**src/design/hs3_pkg.sv**
```systemverilog
`timescale 1ns / 1ps
// ============================================================================
// hs3_pkg: shared types and constants of the Horn hillshade block
// Command and status types between controller and datapath, sizes of the
// fixed-point datapath, register indexes and their reset values.
// ============================================================================
package hs3_pkg;

    // datapath operation codes
    localparam logic [3:0] OP_NONE = 4'd0;
    localparam logic [3:0] OP_LOAD = 4'd1;   // take input word, store or set up shade
    localparam logic [3:0] OP_RD   = 4'd2;   // read one neighbor sample
    localparam logic [3:0] OP_MUL  = 4'd3;   // one product of numerator or radicand
    localparam logic [3:0] OP_SQI  = 4'd4;   // start square root
    localparam logic [3:0] OP_SQ   = 4'd5;   // one root digit
    localparam logic [3:0] OP_DVI  = 4'd6;   // start division
    localparam logic [3:0] OP_DV   = 4'd7;   // one quotient bit
    localparam logic [3:0] OP_OUT  = 4'd8;   // saturate and load output word

    typedef struct packed {
        logic [3:0] op;
        logic [2:0] idx;
    } t_cmd;

    typedef struct packed {
        logic shade_go;   // input word is a shade inside the image
        logic out_free;   // output register can take a word
    } t_stat;

    // register indexes
    localparam logic [2:0] REG_WIDTH  = 3'd0;
    localparam logic [2:0] REG_HEIGHT = 3'd1;
    localparam logic [2:0] REG_CELL   = 3'd2;
    localparam logic [2:0] REG_COSZ   = 3'd3;
    localparam logic [2:0] REG_SUNX   = 3'd4;
    localparam logic [2:0] REG_SUNY   = 3'd5;

    localparam logic [8:0]  RST_WIDTH  = 9'd256;
    localparam logic [8:0]  RST_HEIGHT = 9'd256;
    localparam logic [15:0] RST_CELL   = 16'd256;
    localparam logic [14:0] RST_COSZ   = 15'd11585;
    localparam logic [15:0] RST_SUNX   = 16'hE000;
    localparam logic [15:0] RST_SUNY   = 16'd8192;

    // datapath widths
    localparam int NW   = 19;   // Horn sums
    localparam int MW   = 20;   // multiplier operands
    localparam int PW   = 40;   // product
    localparam int TW   = 44;   // numerator T
    localparam int QW   = 56;   // radicand
    localparam int SW   = 28;   // root
    localparam int NUMW = 45;   // dividend / quotient

    // sequencer last counts
    localparam logic [5:0] LAST_RD  = 6'd7;
    localparam logic [5:0] LAST_MUL = 6'd5;
    localparam logic [5:0] LAST_SQ  = 6'(QW / 2 - 1);
    localparam logic [5:0] LAST_DV  = 6'(NUMW - 1);

endpackage

```
**src/design/hs3_ctrl.sv**
```systemverilog
`timescale 1ns / 1ps
// ============================================================================
// hs3_ctrl: shade sequencer
// Steps the datapath through neighbor reads, products, root and division.
// ============================================================================
module hs3_ctrl (
    input  logic          i_clk,
    input  logic          i_rst_n,
    input  logic          i_s_tvalid,
    output logic          o_s_tready,
    input  hs3_pkg::t_stat i_stat,
    output hs3_pkg::t_cmd  o_cmd
);
    localparam logic [3:0] S_IDLE = 4'd0;
    localparam logic [3:0] S_READ = 4'd1;
    localparam logic [3:0] S_RDRN = 4'd2;
    localparam logic [3:0] S_MUL  = 4'd3;
    localparam logic [3:0] S_MDRN = 4'd4;
    localparam logic [3:0] S_SQI  = 4'd5;
    localparam logic [3:0] S_SQ   = 4'd6;
    localparam logic [3:0] S_DVI  = 4'd7;
    localparam logic [3:0] S_DV   = 4'd8;
    localparam logic [3:0] S_OUT  = 4'd9;

    logic [3:0] r_state, n_state;
    logic [5:0] r_cnt, n_cnt;

    always_comb begin
        n_state    = r_state;
        n_cnt      = r_cnt;
        o_cmd.op   = hs3_pkg::OP_NONE;
        o_cmd.idx  = r_cnt[2:0];
        o_s_tready = 1'b0;
        unique case (r_state)
            S_IDLE: begin
                o_s_tready = 1'b1;
                if (i_s_tvalid) begin
                    o_cmd.op = hs3_pkg::OP_LOAD;
                    if (i_stat.shade_go) begin
                        n_state = S_READ;
                        n_cnt   = '0;
                    end
                end
            end
            S_READ: begin
                o_cmd.op = hs3_pkg::OP_RD;
                n_cnt    = r_cnt + 6'd1;
                if (r_cnt == hs3_pkg::LAST_RD) n_state = S_RDRN;
            end
            S_RDRN: begin
                n_state = S_MUL;
                n_cnt   = '0;
            end
            S_MUL: begin
                o_cmd.op = hs3_pkg::OP_MUL;
                n_cnt    = r_cnt + 6'd1;
                if (r_cnt == hs3_pkg::LAST_MUL) n_state = S_MDRN;
            end
            S_MDRN: n_state = S_SQI;
            S_SQI: begin
                o_cmd.op = hs3_pkg::OP_SQI;
                n_state  = S_SQ;
                n_cnt    = '0;
            end
            S_SQ: begin
                o_cmd.op = hs3_pkg::OP_SQ;
                n_cnt    = r_cnt + 6'd1;
                if (r_cnt == hs3_pkg::LAST_SQ) n_state = S_DVI;
            end
            S_DVI: begin
                o_cmd.op = hs3_pkg::OP_DVI;
                n_state  = S_DV;
                n_cnt    = '0;
            end
            S_DV: begin
                o_cmd.op = hs3_pkg::OP_DV;
                n_cnt    = r_cnt + 6'd1;
                if (r_cnt == hs3_pkg::LAST_DV) n_state = S_OUT;
            end
            S_OUT: begin
                if (i_stat.out_free) begin
                    o_cmd.op = hs3_pkg::OP_OUT;
                    n_state  = S_IDLE;
                end
            end
            default: n_state = S_IDLE;
        endcase
    end

    always_ff @(posedge i_clk) begin
        if (!i_rst_n) begin
            r_state <= S_IDLE;
            r_cnt   <= '0;
        end else begin
            r_state <= n_state;
            r_cnt   <= n_cnt;
        end
    end
endmodule

```
**config.mk**
```make
export PLATFORM = sky130hd
export DESIGN_NAME = hs3_ctrl
export DESIGN_NICKNAME = d
export VERILOG_FILES = /design/src/design/hs3_pkg.sv /design/src/design/hs3_ctrl.sv
export SDC_FILE = /design/constraint.sdc
export NUM_CORES = 1
export LEC_CHECK = 0
export ABC_CLOCK_PERIOD_IN_PS = 1500
export BUFFER_PORTS_ARGS = -buffer_cell sky130_fd_sc_hd__buf_2
export CORE_MARGIN = 5
export CORE_UTILIZATION = 48
export DETAILED_ROUTE_END_ITERATION = 12
export PLACE_DENSITY_LB_ADDON = 0.05
export SYNTH_ARGS = -nofsm -noshare
export SYNTH_HDL_FRONTEND = slang
export SYNTH_SLANG_ARGS = --single-unit
```
**constraint.sdc**
```tcl
create_clock -name i_clk -period 1.5 [get_ports i_clk]
set_input_delay 0.075 -clock i_clk [delete_from_list [all_inputs] [get_ports i_clk]]
set_output_delay 0.075 -clock i_clk [all_outputs]
set_load 0.01 [all_outputs]
```
==> out/summary.txt, run 1 <==
Fmax: 0.622 GHz
CP Launch Type: register
Sequential cell area fraction in the yosys report: 26.7%
Cts hold-fix bufs: 0
ANT cells: 0
Clock sink count: 10
Die Span Y: 49.5 um
Clk_lat worst skew: 0.28 ns
Worst slew pin tran: 0.322 ns
CTS clk-pin slew, worst paths: 0.07 ns
Synth Instances: 97
Asr flop ratio synth: 0%
Port bufs: 12
Share of cells above drive strength 1: 47.4%
Main synth FF type: dfxtp_1
RSZ-0062 raised after global routing: true
LEAKAGE: 0.491 nW
Drt drc: 0
Number of instances in the placed design: 139
Total Wirelength: 2.33 mm
Worst EP required: 1.42 ns
Final setup vio count: 10
GR Overflow Total: 0
Pre-CTS setup slack: -0.0959 ns
Num rows: 14
P&R area growth vs syn: 53.2%
Die width: 49.5 um
H-tree depth: 1
Peak VDD IR: 1.20 mV
Setup tns final: -0.569 ns
Cts bufs inserted: 3
Pins Over Slew Limit: 0
Final period utilization: 107%
Initial Util: 50.4%
Drt first pass iters: 4
Hold Path Class: in -> reg
Core area: 0.00149 mm^2
Outcome: finished with violations
WP data arrival: 1.53 ns
Post-Syn Area per Cell: 7.74 um^2
CTS root buf: clkbuf_4
Synthesized area: 751 um^2
Pin count of the biggest net entering global routing: 13
Utilization after layout: 77.2%
Filler cell count: 106
Multi-input gate area: 541 um^2
Clock Skews: 0.0129 ns
Fin nets: 144
Ports: 13
Min Hold Slack: 0.0875 ns
Max cap viols: 0
Post-DP HPWL: 1.50 mm
EDFF count, synth: 0
DR WL/cell: 15.4 um
Global Route Usage Sum: 20.1%
Drt via density: 5.70
Clock Tree Buf Depth: 2
Seq cells post-synth: 10
Power Density: 1710 mW/mm^2
Global placement routability congestion: 0.944
Initial drt markers: 37
Top cell type by total area after synthesis: dfxtp_1
Crit Path Class: reg -> out
First-pass GRT wire length: 3.91 mm
CP endpoint kind: output pin
Minimum clock period: 1.61 ns
Yosys Warn Count: 0
Final Hold Viols: 0
CTS tree: done
Post-synth top area share: 26.7%
Worst setup margin: -0.108 ns
Slew HR: 78.2%
Failing checks: setup timing
Max FO, Critical Path: 3
Mapped Nets: 105
Commonest cells post-synth: dfxtp_1 (10), nor2_1 (10), nand2_1 (9)
Synth top area cells: dfxtp_1 (27%), ha_1 (5.0%), nor2_1 (5.0%), a21oi_1 (4.7%), nand2_1 (4.5%)
R2R setup slack: -0.07 ns
Initial antenna violation count: 0
Vias in the first global route: 843
Count of cell types in the netlist: 37
Routed vias: 860
FF/Latch Area: 209 um^2
Post-DRT Antenna Nets: 0
Die footprint: 0.00245 mm^2
Layout Cells excl Fill: 151
-- cells by family after synthesis --
logic type,count (synthesis),share of synthesized area [%]
mux,2,2.67
xor+xnor,2,2.33
buf+inv,13,9.33
compound gates,27,25.8
simple gates,40,28.2
flops,10,26.7
fa+ha+maj,3,5.00
-- timing repair --
action | CTS | global route
setup buffers | 6 | 2
endpoints found under the hold margin | 0 | 0
pin swaps | 9 | 6
endpoints found under the setup margin | 10 | 13
gates resized for setup | 15 | 8
-- worst paths after layout --
kind,startpoint,endpoint,cells after the start
worst min-delay path,i_rst_n,r_state[3]$_SDFFE_PN0P_,2
worst min register to register,r_cnt[3]$_SDFFE_PN0P_,r_cnt[3]$_SDFFE_PN0P_,2
worst max register to register,r_state[1]$_SDFFE_PN0P_,r_cnt[1]$_SDFFE_PN0P_,5
worst max-delay path,r_state[0]$_SDFFE_PN0P_,o_cmd[4],5
-- where the power goes --
group / leakage (nW) / switching, mW / internal [mW] / total, mW
sequential: 0.0835 / 0.0492 / 0.315 / 0.364
combinational: 0.387 / 0.597 / 0.747 / 1.34
clock: 0.0210 / 0.109 / 0.148 / 0.257
total: 0.491 / 0.755 / 1.21 / 1.96
-- critical path: stages, from the launching register on --
cell,delay (ns)
dfxtp_2,0.34
buf_6,0.12
or3b_4,0.40
a21oi_4,0.14
o21bai_4,0.14
buf_6,0.12
-- final cells by class --
cell class | count | share of cell area, %
multi-input cells | 74 | 47.0
repair buffers | 43 | 28.6
flip-flops and latches | 10 | 18.2
clock buffers | 4 | 3.16
well taps | 16 | 1.74
inverters | 4 | 1.31
-- per-stage QoR --
stage          instance area (um^2)  power [mW]
5_1_grt                        1150        2.08
6_report                       1150        1.96
2_1_floorplan                   767       0.967
3_5_place_dp                    965        1.40
3_3_place_gp                    965        1.39
4_1_cts                        1100        1.89
-- routing by layer --
| metal | global-route usage [%] | routed length, um |
|---|---|---|
| met1 | 24.5 | 1030 |
| met2 | 35.0 | 1160 |
| met3 | 5.72 | 125 |
| met4 | 3.49 | 19 |
| met5 | 0 | 0 |
-- placed cells by master, fill, tap and decap left out, drive strengths merged, types with 3 or more instances in the layout --
cell type / synthesis / routed
inv: 4 / 4
buf: 7 / 43
or3: 5 / 5
nor2: 10 / 10
ha: 3 / 3
o31ai: 3 / 3
nand3: 3 / 3
nand2: 9 / 9
a21oi: 7 / 7
o21ai: 4 / 4
nand2b: 4 / 4
dfxtp: 10 / 10
clkbuf: 2 / 4
-- state kept, by name, summed over array words and instances, names as in the netlist --
| name | cells |
|---|---|
| r_cnt | 6 |
| r_state | 4 |
No activity file was read; power rests on OpenSTA's default activity.
==> run 2, diff against run 1 <==
- CTS_BUF_LIST: unset -> sky130_fd_sc_hd__clkbuf_16
==> out/summary.txt, run 2 (synthesized netlist as in run 1, its figures left out) <==
CP Launch Type: register
Final Hold Viols: 0
DR WL/cell: 15.3 um
Drt first pass iters: 4
Post-DP HPWL: 1.50 mm
Initial Util: 50.4%
Min-delay src: i_rst_n
Clock Tree Buf Depth: 2
Outcome: finished with violations
CTS tree: done
GR Overflow Total: 0
RSZ-0062 raised after global routing: true
Pwr Total: 2.18 mW
Max cap viols: 0
Share of cells above drive strength 1: 47.3%
Initial antenna violation count: 0
Crit Path Class: reg -> out
Most frequent cells in the layout: buf_4 (24), buf_2 (11), nor2_1 (10)
Clk_lat worst skew: 0.24 ns
Cts bufs inserted: 3
Die footprint: 0.00245 mm^2
Initial drt markers: 23
Drt drc: 0
CTS clk-pin slew, worst paths: 0.04 ns
Largest register by flop count: r_cnt
Routed vias: 806
Post-DRT Antenna Nets: 0
Worst Setup SP: r_state[1]$_SDFFE_PN0P_
Ports: 13
Drt via density: 5.48
Final period utilization: 106%
Num rows: 14
Most common cell after layout, fill and taps aside: buf_4
P&R area growth vs syn: 53.5%
Placed Area: 965 um^2
Worst slew pin tran: 0.321 ns
Die width: 49.5 um
Worst setup margin: -0.0933 ns
Power Density: 1890 mW/mm^2
LEAKAGE: 0.482 nW
Peak VDD IR: 1.19 mV
Final setup vio count: 8
Pins Over Slew Limit: 0
Max reg flops: 6
Pre-CTS setup slack: -0.0959 ns
WP data arrival: 1.52 ns
CTS root buf: clkbuf_16
Pin count of the biggest net entering global routing: 13
Minimum clock period: 1.59 ns
Max FO, Critical Path: 4
Worst EP required: 1.42 ns
R2R Path Start: r_state[1]$_SDFFE_PN0P_
Number of instances in the placed design: 139
Port bufs: 12
Global Route Usage Sum: 20.5%
Vias in the first global route: 827
Core area: 0.00149 mm^2
Total Wirelength: 2.25 mm
Slew HR: 78.6%
First-pass GRT wire length: 3.91 mm
ANT cells: 0
Design area: 0.00115 mm^2
Layout Cells excl Fill: 147
Clock sink count: 10
Global placement routability congestion: 0.944
Die Span Y: 49.5 um
Fmax: 0.628 GHz
CP endpoint kind: output pin
H-tree depth: 1
Hold Path Class: in -> reg
Failing checks: setup timing
Largest registers: r_cnt: 6 flops, r_state: 4 flops
Clock Skews: 0.00457 ns
Fin nets: 140
[run 2: cell types whose count changed in the layout (fill, tap and decap cells not counted), sizes merged]
cell    delta
buf        -4
clkbuf     -1
clkinv     +1
[run 2: power by group]
group | leakage (nW) | internal [mW] | switching, mW
combinational | 0.360 | 0.731 | 0.596
clock | 0.0385 | 0.350 | 0.132
sequential | 0.0837 | 0.319 | 0.0487
total | 0.482 | 1.40 | 0.777
[run 2: critical path, stage by stage, from the launching register on]
cell,delay (ns)
dfxtp_2,0.31
buf_4,0.14
or3b_4,0.40
a21oi_4,0.15
o21bai_4,0.15
buf_6,0.12
[run 2: area by class of cell]
cell class                      instances  area [um^2]
Tap cell                               16         20.0
Sequential cell                        10          208
Clock inverter                          1         3.75
Clock buffer                            3         75.1
Inverter                                4         15.0
Timing Repair Buffer                   39          280
Fill cell                             101          337
Multi-Input combinational cell         74          551
[run 2: stage by stage]
step	util, %	hold WS [ns]	TNS, ns
6_report	77.4	0.125	-0.466
3_3_place_gp	64.8	0.378	-0.472
5_1_grt	77.4	0.135	-1.13
2_1_floorplan	-	0.193	0
4_1_cts	75.3	0.127	-0.453
3_5_place_dp	64.8	0.377	-0.695
[run 2: worst paths after layout]
path / endpoint / slack [ns] / depth (start not counted)
min: r_state[3]$_SDFFE_PN0P_ / 0.12 / 2
min reg2reg: r_cnt[2]$_SDFFE_PN0P_ / 0.55 / 2
max reg2reg: r_cnt[1]$_SDFFE_PN0P_ / -0.07 / 5
max: o_cmd[4] / -0.09 / 5
[run 2: what timing repair did]
action	in CTS	in global routing
endpoints found under the setup margin	10	11
hold buffers	0	0
pin swaps	6	3
buffers inserted	4	0
gates resized for setup	12	8
[run 2: routing by layer]
layer	vias up	global-route usage (%)	wire [um]
met3	2	5.72	130
met5	-	0	0
li1	412	-	-
met2	31	32.6	1060
met4	0	6.99	17
met1	361	26.2	1040
==> run 3, diff against run 2 <==
- SETUP_SLACK_MARGIN: unset -> 0.15
==> out/summary.txt, run 3 (synthesized netlist as in run 1, its figures left out) <==
Outcome: finished with violations
Failing checks: setup timing
CP max stage cell: or3_1
Die width: 49.5 um
Drt first pass iters: 4
LEAKAGE: 0.498 nW
H-tree depth: 1
Initial antenna violation count: 0
ANT cells: 0
Fin nets: 138
Max reg flops: 6
Fmax: 0.617 GHz
Worst slew pin tran: 0.382 ns
Post-DRT Antenna Nets: 0
Final Hold Viols: 0
Hold Path Class: in -> reg
Peak VDD IR: 1.21 mV
Die footprint: 0.00245 mm^2
Min-delay src: i_rst_n
DR WL/cell: 18.6 um
WP data arrival: 1.73 ns
CTS clk-pin slew, worst paths: 0.04 ns
CTS root buf: clkbuf_16
Cell Chain, Critical Path: or3_1 > o22a_1 > buf_4 > o31ai_4 > buf_6 > a21oi_1
Setup tns final: -0.907 ns
First-pass GRT wire length: 4.16 mm
Die Span Y: 49.5 um
P&R area growth vs syn: 71.0%
Clock Tree Buf Depth: 2
Largest register by flop count: r_cnt
Final period utilization: 108%
CP endpoint kind: register
Min-Delay Path Depth: 2
FF-to-FF End: r_cnt[2]$_SDFFE_PN0P_
FF/Latch Area: 210 um^2
Clock sink count: 10
RSZ-0062 raised after global routing: true
Clk_lat worst skew: 0.23 ns
Power Density: 1810 mW/mm^2
Final setup vio count: 10
Worst path max stage delay: 0.36 ns
Worst EP required: 1.61 ns
Share of cells above drive strength 1: 57.8%
Max cap viols: 0
Pin count of the biggest net entering global routing: 13
R2R Path Start: r_state[2]$_SDFFE_PN0P_
Ports: 13
Cts hold-fix bufs: 0
Largest registers: r_cnt: 6 flops, r_state: 4 flops
Slew HR: 74.2%
Initial Util: 50.4%
Min-Delay Endpoint: r_state[3]$_SDFFE_PN0P_
Clock Skews: 0.00458 ns
Global placement routability congestion: 0.804
GR Overflow Total: 0
Core area: 0.00149 mm^2
Multi-input gate area: 661 um^2
Cell depth of the worst flop-to-flop path: 6
Minimum clock period: 1.62 ns
Max FO, Critical Path: 6
Global Route Usage Sum: 21.5%
Total Wirelength: 2.69 mm
Worst setup margin: -0.121 ns
Filler cell count: 71
Post-DP HPWL: 1.47 mm
Crit-path leading delay family: compound AO/OA/AOI/OAI gates
Most common cell after layout, fill and taps aside: buf_6
Most frequent cells in the layout: buf_6 (14), buf_4 (12), buf_2 (11)
Crit Path Class: reg -> reg
Num rows: 14
Routed vias: 889
Drt via density: 6.17
CP Launch Type: register
R2R setup slack: -0.12 ns
Initial drt markers: 33
Cts bufs inserted: 3
Vias in the first global route: 828
Pre-CTS setup slack: -0.127 ns
Pins Over Slew Limit: 0
WP buf/inv: 2
Port bufs: 12
CTS tree: done
Drt drc: 0
Worst Setup SP: r_state[2]$_SDFFE_PN0P_
-- run 3: cell types whose count changed in the layout (fill, tap and decap cells not counted), moves of 2 or more --
cell,change
a21oi_2,+4
buf_4,-12
buf_6,+10
or3_4,+2
a21oi_1,-4
or3_1,-2
-- run 3: cell type report --
cell class | instances | share of cell area, %
Timing Repair Buffer | 37 | 23.6
Tap cell | 16 | 1.56
Clock buffer | 3 | 5.85
Inverter | 4 | 1.17
Sequential cell | 10 | 16.4
Multi-Input combinational cell | 74 | 51.5
-- run 3: where the power goes --
group	total, mW	switching (mW)	internal (mW)	leakage [nW]
logic	1.49	0.709	0.779	0.377
registers	0.379	0.0620	0.318	0.0840
clock network	0.459	0.114	0.345	0.0370
-- run 3: metal layers --
layer | up-vias | global-route usage [%] | share of wire, %
li1 | 406 | - | -
met1 | 446 | 29.3 | 44
met2 | 29 | 33.3 | 50
met3 | 8 | 5.72 | 4.8
met4 | 0 | 5.68 | 1.9
met5 | - | 0 | 0
-- run 3: worst max path at each step --
| stage | end | slack [ns] | depth (start not counted) |
|---|---|---|---|
| floorplan | r_cnt[3]$_SDFFE_PN0P_ | 0.03 | 5 |
| global placement | r_cnt[3]$_SDFFE_PN0P_ | -0.05 | 5 |
| detailed placement | r_cnt[3]$_SDFFE_PN0P_ | -0.13 | 5 |
| CTS | r_cnt[4]$_SDFFE_PN0P_ | -0.13 | 4 |
| global route | r_cnt[2]$_SDFFE_PN0P_ | -0.18 | 6 |
| finish | r_cnt[2]$_SDFFE_PN0P_ | -0.12 | 6 |
-- run 3: per-stage QoR --
stage               std cells  cell area (um^2)  hold WS [ns]  util [%]  power [mW]
floorplan                  97               783         0.193         -       0.997
global placement          129               906         0.376      60.8        1.29
detailed placement        129               906         0.380      60.8        1.31
CTS                       142              1170         0.123      78.3        2.05
global route              144              1280         0.151      86.2        2.47
finish                    144              1280         0.139      86.2        2.33
-- run 3: repair_timing --
action                     in CTS  in global routing
pin swaps                      12                 10
setup buffers                  10                  2
setup endpoints to repair      15                 14
gates resized for setup        28                 18
